## src/rtl/battery_level_reporter_core_defines.svh

```systemverilog
// Assertion helpers used by the RTL core.
`ifndef BATTERY_LEVEL_REPORTER_CORE_DEFINES_SVH
`define BATTERY_LEVEL_REPORTER_CORE_DEFINES_SVH

// Same-cycle implication, checked on every rising clock edge outside reset.
`define BLR_ASSERT_NOW(lbl, ante, cons, msg) \
    lbl: assert property (@(posedge i_clk) disable iff (!i_rst_n) (ante) |-> (cons)) \
        else $error(msg);

// Next-cycle implication.
`define BLR_ASSERT_NEXT(lbl, ante, cons, msg) \
    lbl: assert property (@(posedge i_clk) disable iff (!i_rst_n) (ante) |=> (cons)) \
        else $error(msg);

`endif

```

## src/rtl/blr_pkg.sv

```systemverilog
package blr_pkg;

    localparam int SAMPLES_PER_MEASURE = 16;
    localparam int IDX_W      = (SAMPLES_PER_MEASURE > 1) ? $clog2(SAMPLES_PER_MEASURE) : 1;
    localparam int SAMPLE_W   = 12;
    localparam int SUM_W      = SAMPLE_W + IDX_W;
    // compare width: holds 2*sum and N*voltage
    localparam int CMP_W      = SUM_W + 2;
    localparam int LEVEL_W    = 7;
    localparam int NUM_W      = CMP_W + LEVEL_W;
    localparam int DIV_CNT_W  = $clog2(LEVEL_W);
    localparam int VOLT_W     = 13;
    localparam int INTERVAL_W = 20;
    localparam int DATA_W     = 32;
    localparam int ADDR_W     = 4;
    localparam int REG_IDX_W  = 2;

    localparam logic [LEVEL_W-1:0] LEVEL_FULL  = 7'd100;
    localparam logic [LEVEL_W-1:0] LEVEL_EMPTY = 7'd0;

    localparam logic [VOLT_W-1:0]     FULL_RESET     = 13'd4200;
    localparam logic [VOLT_W-1:0]     EMPTY_RESET    = 13'd3300;
    localparam logic [INTERVAL_W-1:0] INTERVAL_RESET = 20'd60000;

    localparam logic [REG_IDX_W-1:0] REG_FULL     = 2'd0;
    localparam logic [REG_IDX_W-1:0] REG_EMPTY    = 2'd1;
    localparam logic [REG_IDX_W-1:0] REG_INTERVAL = 2'd2;

    localparam logic REQ_TICK   = 1'b0;
    localparam logic REQ_SAMPLE = 1'b1;

    typedef enum logic [1:0] {
        ST_IDLE,
        ST_PREP,
        ST_DIV,
        ST_DONE
    } t_state;

    typedef struct packed {
        logic               done;
        logic [LEVEL_W-1:0] quot;
    } t_div_stat;

endpackage

```

## src/rtl/blr_div.sv

```systemverilog
module blr_div (
    input  logic                      i_clk,
    input  logic                      i_rst_n,
    input  logic                      i_start,
    input  logic [blr_pkg::NUM_W-1:0] i_num,
    input  logic [blr_pkg::CMP_W-1:0] i_den,
    output blr_pkg::t_div_stat        o_stat
);
    import blr_pkg::*;

    logic                 r_busy;
    logic                 r_done;
    logic [DIV_CNT_W-1:0] r_cnt;
    logic [NUM_W-1:0]     r_rem;
    logic [NUM_W-1:0]     r_dsh;
    logic [LEVEL_W-1:0]   r_q;
    logic                 w_fit;

    // restoring division, one quotient bit per cycle, MSB first
    assign w_fit = (r_rem >= r_dsh);

    always_ff @(posedge i_clk) begin
        if (!i_rst_n) begin
            r_busy <= 1'b0;
            r_done <= 1'b0;
            r_cnt  <= '0;
        end else begin
            r_done <= 1'b0;
            if (i_start) begin
                r_busy <= 1'b1;
                r_cnt  <= DIV_CNT_W'(LEVEL_W - 1);
            end else if (r_busy) begin
                r_cnt <= r_cnt - 1'b1;
                if (r_cnt == '0) begin
                    r_busy <= 1'b0;
                    r_done <= 1'b1;
                end
            end
        end
    end

    always_ff @(posedge i_clk) begin
        if (i_start) begin
            r_rem <= i_num;
            r_dsh <= NUM_W'(i_den) << (LEVEL_W - 1);
            r_q   <= '0;
        end else if (r_busy) begin
            if (w_fit) begin
                r_rem <= r_rem - r_dsh;
            end
            r_dsh <= r_dsh >> 1;
            r_q   <= {r_q[LEVEL_W-2:0], w_fit};
        end
    end

    assign o_stat.done = r_done;
    assign o_stat.quot = r_q;

endmodule

```

## src/rtl/battery_level_reporter_core.sv

```systemverilog
// Battery level reporter. Items arrive as millisecond ticks or ADC samples;
// a tick or a sample that does not close a measurement does not stall the input.
// The sample that closes a measurement (the sixteenth) leads to a setup
// state, then, unless the level clamps to 0 or 100, through the restoring
// divider (seven quotient bits, MSB first, then a done flag), and then to a
// done state that compares with the stored level and loads the output
// register. The input is stalled for that whole sequence, and also while a
// changed level waits for a full output register to drain. Registers sit at
// byte addresses 0 (full mV), 4 (empty mV) and 8 (report interval in ticks).
`include "battery_level_reporter_core_defines.svh"

module battery_level_reporter_core (
    input  logic                         i_clk,
    input  logic                         i_rst_n,
    input  logic                         i_in_valid,
    output logic                         o_in_stall,
    input  logic                         i_req_type,
    input  logic [blr_pkg::SAMPLE_W-1:0] i_sample_mv,
    output logic                         o_out_valid,
    input  logic                         i_out_stall,
    output logic [blr_pkg::LEVEL_W-1:0]  o_level_percent,
    input  logic                         psel,
    input  logic                         penable,
    input  logic                         pwrite,
    input  logic [blr_pkg::ADDR_W-1:0]   paddr,
    input  logic [blr_pkg::DATA_W-1:0]   pwdata,
    output logic [blr_pkg::DATA_W-1:0]   prdata,
    output logic                         pready
);
    import blr_pkg::*;

    t_state                r_state;
    t_state                n_state;
    logic [VOLT_W-1:0]     r_full;
    logic [VOLT_W-1:0]     r_empty;
    logic [INTERVAL_W-1:0] r_interval;
    logic [INTERVAL_W-1:0] r_tick;
    logic                  r_measuring;
    logic [IDX_W-1:0]      r_idx;
    logic [SUM_W-1:0]      r_sum;
    logic [LEVEL_W-1:0]    r_level;
    logic [LEVEL_W-1:0]    r_last_level;
    logic                  r_level_known;
    logic                  r_out_valid;
    logic [LEVEL_W-1:0]    r_out_level;

    logic                  w_cfg_wr;
    logic [REG_IDX_W-1:0]  w_reg_idx;
    logic                  w_in_acc;
    logic                  w_last_sample;
    logic [INTERVAL_W:0]   w_tick_next;
    logic                  w_tick_wrap;
    logic [CMP_W-1:0]      w_v2;
    logic [CMP_W-1:0]      w_hi;
    logic [CMP_W-1:0]      w_lo;
    logic [CMP_W-1:0]      w_den;
    logic [NUM_W-1:0]      w_num;
    logic                  w_at_full;
    logic                  w_clamp;
    logic                  w_emit;
    logic                  w_out_free;
    logic                  w_div_start;
    logic                  w_out_load;
    logic                  w_finish;
    t_div_stat             w_div;

    // configuration port
    assign pready    = 1'b1;
    assign w_reg_idx = paddr[ADDR_W-1:2];
    assign w_cfg_wr  = psel && penable && pwrite;

    always_comb begin
        case (w_reg_idx)
            REG_FULL:     prdata = DATA_W'(r_full);
            REG_EMPTY:    prdata = DATA_W'(r_empty);
            REG_INTERVAL: prdata = DATA_W'(r_interval);
            default:      prdata = '0;
        endcase
    end

    always_ff @(posedge i_clk) begin
        if (!i_rst_n) begin
            r_full     <= FULL_RESET;
            r_empty    <= EMPTY_RESET;
            r_interval <= INTERVAL_RESET;
        end else if (w_cfg_wr) begin
            case (w_reg_idx)
                REG_FULL:     r_full     <= pwdata[VOLT_W-1:0];
                REG_EMPTY:    r_empty    <= pwdata[VOLT_W-1:0];
                REG_INTERVAL: r_interval <= pwdata[INTERVAL_W-1:0];
                default:      ;
            endcase
        end
    end

    // datapath terms
    assign w_in_acc      = i_in_valid && (r_state == ST_IDLE);
    assign w_last_sample = (r_idx == IDX_W'(SAMPLES_PER_MEASURE - 1));
    assign w_tick_next   = {1'b0, r_tick} + 1'b1;
    assign w_tick_wrap   = (w_tick_next >= {1'b0, r_interval});

    assign w_v2      = CMP_W'({r_sum, 1'b0});
    assign w_hi      = CMP_W'(r_full * SAMPLES_PER_MEASURE);
    assign w_lo      = CMP_W'(r_empty * SAMPLES_PER_MEASURE);
    assign w_den     = w_hi - w_lo;
    assign w_num     = NUM_W'(w_v2 - w_lo) * NUM_W'(LEVEL_FULL);
    assign w_at_full = (w_v2 >= w_hi);
    // full test first, so the divisor is nonzero whenever the divider runs
    assign w_clamp   = w_at_full || (w_v2 <= w_lo);

    assign w_emit     = r_level_known && (r_level != r_last_level);
    assign w_out_free = !r_out_valid || !i_out_stall;

    always_comb begin
        n_state = r_state;
        case (r_state)
            ST_IDLE: begin
                if (w_in_acc && (i_req_type == REQ_SAMPLE) && r_measuring && w_last_sample) begin
                    n_state = ST_PREP;
                end
            end
            ST_PREP: begin
                n_state = w_clamp ? ST_DONE : ST_DIV;
            end
            ST_DIV: begin
                if (w_div.done) begin
                    n_state = ST_DONE;
                end
            end
            ST_DONE: begin
                if (!w_emit || w_out_free) begin
                    n_state = ST_IDLE;
                end
            end
            default: n_state = ST_IDLE;
        endcase
    end

    always_comb begin
        o_in_stall  = (r_state != ST_IDLE);
        w_div_start = (r_state == ST_PREP) && !w_clamp;
        w_finish    = (r_state == ST_DONE) && (!w_emit || w_out_free);
        w_out_load  = (r_state == ST_DONE) && w_emit && w_out_free;
    end

    blr_div u_div (
        .i_clk   (i_clk),
        .i_rst_n (i_rst_n),
        .i_start (w_div_start),
        .i_num   (w_num),
        .i_den   (w_den),
        .o_stat  (w_div)
    );

    always_ff @(posedge i_clk) begin
        if (!i_rst_n) begin
            r_state       <= ST_IDLE;
            r_tick        <= '0;
            r_measuring   <= 1'b1;
            r_idx         <= '0;
            r_sum         <= '0;
            r_last_level  <= '0;
            r_level_known <= 1'b0;
            r_out_valid   <= 1'b0;
        end else begin
            r_state <= n_state;
            if (w_in_acc) begin
                if (i_req_type == REQ_TICK) begin
                    if (w_tick_wrap) begin
                        r_tick <= '0;
                        if (!r_measuring) begin
                            r_measuring <= 1'b1;
                            r_idx       <= '0;
                            r_sum       <= '0;
                        end
                    end else begin
                        r_tick <= w_tick_next[INTERVAL_W-1:0];
                    end
                end else if (r_measuring) begin
                    r_sum <= r_sum + SUM_W'(i_sample_mv);
                    if (w_last_sample) begin
                        r_measuring <= 1'b0;
                        r_idx       <= '0;
                    end else begin
                        r_idx <= r_idx + 1'b1;
                    end
                end
            end
            if (w_finish) begin
                r_level_known <= 1'b1;
                r_last_level  <= r_level;
            end
            if (w_out_load) begin
                r_out_valid <= 1'b1;
            end else if (!i_out_stall) begin
                r_out_valid <= 1'b0;
            end
        end
    end

    always_ff @(posedge i_clk) begin
        if (r_state == ST_PREP) begin
            r_level <= w_at_full ? LEVEL_FULL : LEVEL_EMPTY;
        end else if ((r_state == ST_DIV) && w_div.done) begin
            r_level <= w_div.quot;
        end
        if (w_out_load) begin
            r_out_level <= r_level;
        end
    end

    assign o_out_valid     = r_out_valid;
    assign o_level_percent = r_out_level;

    `BLR_ASSERT_NOW(a_div_done_in_div, w_div.done, r_state == ST_DIV, "divider finished outside its state")
    `BLR_ASSERT_NOW(a_level_range, r_out_valid, r_out_level <= LEVEL_FULL, "level above 100 percent")
    `BLR_ASSERT_NEXT(a_emit_tracks_last, w_out_load, r_out_level == r_last_level && r_out_valid, "emitted level not stored")

endmodule

```

## config.mk

```make
export PLATFORM = sky130hd
export DESIGN_NAME = battery_level_reporter_core
export DESIGN_NICKNAME = d
export VERILOG_FILES = /design/src/rtl/blr_pkg.sv /design/src/rtl/blr_div.sv /design/src/rtl/battery_level_reporter_core.sv
export VERILOG_INCLUDE_DIRS = /design/src /design/src/rtl
export SDC_FILE = /design/constraint.sdc
export NUM_CORES = 1
export LEC_CHECK = 0
export ABC_AREA = 1
export ABC_CLOCK_PERIOD_IN_PS = 4900
export BUFFER_PORTS_ARGS = -buffer_cell sky130_fd_sc_hd__buf_2
export CAP_MARGIN = 15
export CORE_MARGIN = 2
export CORE_UTILIZATION = 35
export CTS_CLUSTER_SIZE = 24
export DETAILED_ROUTE_END_ITERATION = 10
export PLACE_DENSITY = 0.5
export SETUP_SLACK_MARGIN = 0.15
export SYNTH_ARGS = -nofsm -noshare
export SYNTH_HDL_FRONTEND = slang
export SYNTH_SLANG_ARGS = --single-unit
```

## constraint.sdc

```tcl
create_clock -name i_clk -period 4.9 [get_ports i_clk]
set_input_delay 1.47 -clock i_clk [delete_from_list [all_inputs] [get_ports i_clk]]
set_output_delay 1.47 -clock i_clk [all_outputs]
set_load 0.03 [all_outputs]
```

==> flow_summary.json <==
{
  "grt_pass1_vias": 11400,
  "drc_errors": 0,
  "clk_latency_ps": 450,
  "synth_warnings": 0,
  "pwr-share-comb": 0.440,
  "worstHoldStart": "u_div.r_rem[0]$_SDFFE_PP0P_",
  "ys_seq_area_frac": 0.296,
  "synth_edf_count": 55,
  "start_kind": "flip-flop",
  "num_io_pins": 98,
  "coreArea_um2": 38500,
  "routed_via_density": 4.88,
  "min_period_over_period": 0.918,
  "root_buffer": "clkbuf_16",
  "grt_pass1_wl_mm": 60.8,
  "regToRegSetupSlack_ps": 400,
  "syn_to_final_growth_pct": 12.3,
  "synth_top_area_frac": 0.174,
  "relSlewSlack": 0.286,
  "p_per_area_nw_per_um2": 355,
  "p_sw_frac": 0.404,
  "antenna_found_initial": 2,
  "crit_chain": "ha_1 -> a21o_1 -> nand2_1 -> nand4_1 -> nand3_1 -> nand2_1 -> a21oi_4 -> o21bai_4 -> xor2_1 -> ha_1 -> ha_1 -> inv_1 -> fa_1 -> inv_1 -> ha_1 -> a21o_1 -> o21bai_1 -> a31oi_1 -> nand2_1 -> xor2_1 -> nand2_1 -> o21ai_1",
  "worstPathArrival_ps": 4700,
  "peakVddDrop_mv": 0.267,
  "vias": 11900,
  "min_path_type": "reg2reg",
  "seq_power_share": 0.297,
  "hold_end": "u_div.r_rem[0]$_SDFFE_PP0P_",
  "hold_viol_final": 0,
  "p_switching_mw": 2.19,
  "ys_ff_latch": 173,
  "tightest_slew_ps": 1070,
  "clockPowerShare": 0.263,
  "dp_hpwl_mm": 30.0,
  "p_int_mw": 3.23,
  "rows": 72,
  "end_kind": "flip-flop",
  "yosys-top-cells-area": "dfxtp_1 (17%), ha_1 (14%), edfxtp_1 (12%)",
  "cts_num_sinks": 173,
  "rr_startpoint": "r_sum[5]$_SDFFE_PN0P_",
  "numCtsBuffers": 17,
  "synth.largest_area_cell": "dfxtp_1",
  "synthesis.area_um2": 13600,
  "required_ps": 5100,
  "die_x_um": 201,
  "skew_ps": 11.6,
  "multi_input_area_um2": 8320,
  "path_clk_slew_ps": 80,
  "netlist_instances": 1823,
  "fin_crit_ps": 4500,
  "grt_max_degree": 68,
  "status": "finished clean",
  "cp_max_fo": 5,
  "synth_cell_types": 53,
  "start_util": 0.353,
  "fillers": 4084,
  "synthFlopType": "dfxtp_1",
  "crit_type": "reg2reg",
  "yosysMostFrequentCell": "nand2_1",
  "synth_common_cells": "nand2_1 (346), inv_1 (286), a21oi_1 (154)",
  "die_height_um": 201,
  "cpPeakStageDelay_ps": 490,
  "gp_congestion": 0.888,
  "maxCapViolations": 0,
  "tns_ps": 0,
  "setup_slack_ps": 400,
  "reg2regPathDepth": 22,
  "synth_area_per_cell_um2": 7.45,
  "htreeDepth": 4,
  "min_delay_path_depth": 2,
  "port_buffers": 70,
  "routedWlPerCell_um": 15.6,
  "setup_viol": 0,
  "rsz0062_at_grt": "no",
  "clockBufferDepth": 2,
  "grt_usage": 0.190,
  "routed_wl_mm": 37.9,
  "firstDrtPassIters": 5,
  "power_mw": 5.42,
  "reg2reg_to": "u_div.r_rem[21]$_DFFE_PP_",
  "async_flop_share": 0,
  "seqCellArea_um2": 4010,
  "drv_slew": 0,
  "dp_slack_ps": 87.8,
  "dieArea_um2": 40400,
  "nets": 2124,
  "max_freq_mhz": 222,
  "crit_path_top_delay_cell": "fa_1",
  "layout-drive-gt1-share": 0.105,
  "overflow": 0,
  "ant_nets": 0,
  "leakage_nw": 7.14,
  "cts_tree": "yes",
  "drtIter0Drc": 730
}
## through the flow
stage	instance area, um^2	hold slack, ps	utilization	std cells
final	15300	458	0.397	2427
after global placement	14500	441	0.377	2392
after CTS	15100	460	0.393	2424
after floorplan	13600	430	-	1834
after detailed placement	14500	448	0.377	2392
after global routing	15300	507	0.396	2426
## power groups by stage
stage / Clock (mW) / Sequential [mW] / Combinational, mW
6_report: 1.42 / 1.61 / 2.38
5_1_grt: 1.53 / 1.62 / 2.72
4_1_cts: 1.46 / 1.61 / 2.24
3_5_place_dp: 0 / 1.64 / 2.22
3_3_place_gp: 0 / 1.64 / 2.22
2_1_floorplan: 0 / 1.62 / 1.71
## kinds of logic after synthesis
| logic type | Yosys count | share of synthesized area |
|---|---|---|
| flops | 173 | 0.296 |
| buf+inv | 346 | 0.105 |
| simple gates | 677 | 0.218 |
| xor+xnor | 83 | 0.0541 |
| fa+ha+maj | 173 | 0.170 |
| other cells | 2 | 0.000553 |
| compound gates | 369 | 0.157 |
## worst max-delay path, delay by kind of cell (launching register included)
family | cells | cell delay [ps]
AOI/OAI and AO/OA | 7 | 1110
xor gates and xnor gates | 2 | 300
adders and majority gates | 5 | 1760
buffers and inverters | 2 | 90
DFF | 1 | 430
and+or+nand+nor | 6 | 550
## layout by cell type (no fill, tap or decap), types with 55 or more instances in the layout
| cell type | instances |
|---|---|
| buf_2 | 70 |
| ha_1 | 146 |
| o21ai_0 | 84 |
| inv_1 | 284 |
| dfxtp_1 | 118 |
| nand3_1 | 83 |
| a21oi_1 | 149 |
| nand2_1 | 344 |
| edfxtp_1 | 55 |
| nor2_1 | 142 |
## per-layer routing
layer  GRT usage  wire length (um)  vias to the layer above  part of all wire
met5           0                13                        -           0.00034
met1       0.246             17500                     5438              0.46
met2       0.332             18400                      211              0.49
met3      0.0307              1440                       20             0.038
li1            -                 -                     6182                 -
met4      0.0407               449                        2             0.012
## flip-flops by register name, summed over array words and instances (netlist names), 13 cells and up
register     count
r_empty         13
r_full          13
r_interval      20
r_sum           16
r_tick          20
u_div.r_dsh     24
u_div.r_rem     25
## cell type report
cell class              count  share of cell area
multi-input cells        1315               0.546
flip-flops and latches    173               0.263
inverters                 288              0.0710
well taps                 518              0.0425
clock buffers              22              0.0332
diodes                      1            0.000164
repair buffers            100              0.0377
clock inverters            10             0.00648
## worst max-delay path by stage
| stage | slack (ps) | end | cells after the start | start |
|---|---|---|---|---|
| 4_1_cts | 130 | u_div.r_rem[23]$_DFFE_PP_ | 24 | r_empty[3]$_SDFFE_PN0P_ |
| 3_3_place_gp | 80 | u_div.r_rem[24]$_DFFE_PP_ | 24 | r_sum[3]$_SDFFE_PN0P_ |
| 3_5_place_dp | 90 | u_div.r_rem[23]$_DFFE_PP_ | 24 | r_empty[3]$_SDFFE_PN0P_ |
| 2_1_floorplan | 550 | u_div.r_rem[23]$_DFFE_PP_ | 24 | r_empty[1]$_SDFFE_PN0P_ |
| 5_1_grt | 160 | u_div.r_rem[21]$_DFFE_PP_ | 25 | r_empty[1]$_SDFFE_PN0P_ |
| 6_report | 400 | u_div.r_rem[21]$_DFFE_PP_ | 22 | r_sum[5]$_SDFFE_PN0P_ |
## repair_timing
action,4_1_cts,5_1_grt
setup buffers,0,2
pin swaps,0,5
gates resized for setup,2,35
setup endpoints to repair,5,7
endpoints found under the hold margin,0,0
hold buffers,0,0
Power figures use the tool's default switching activity.
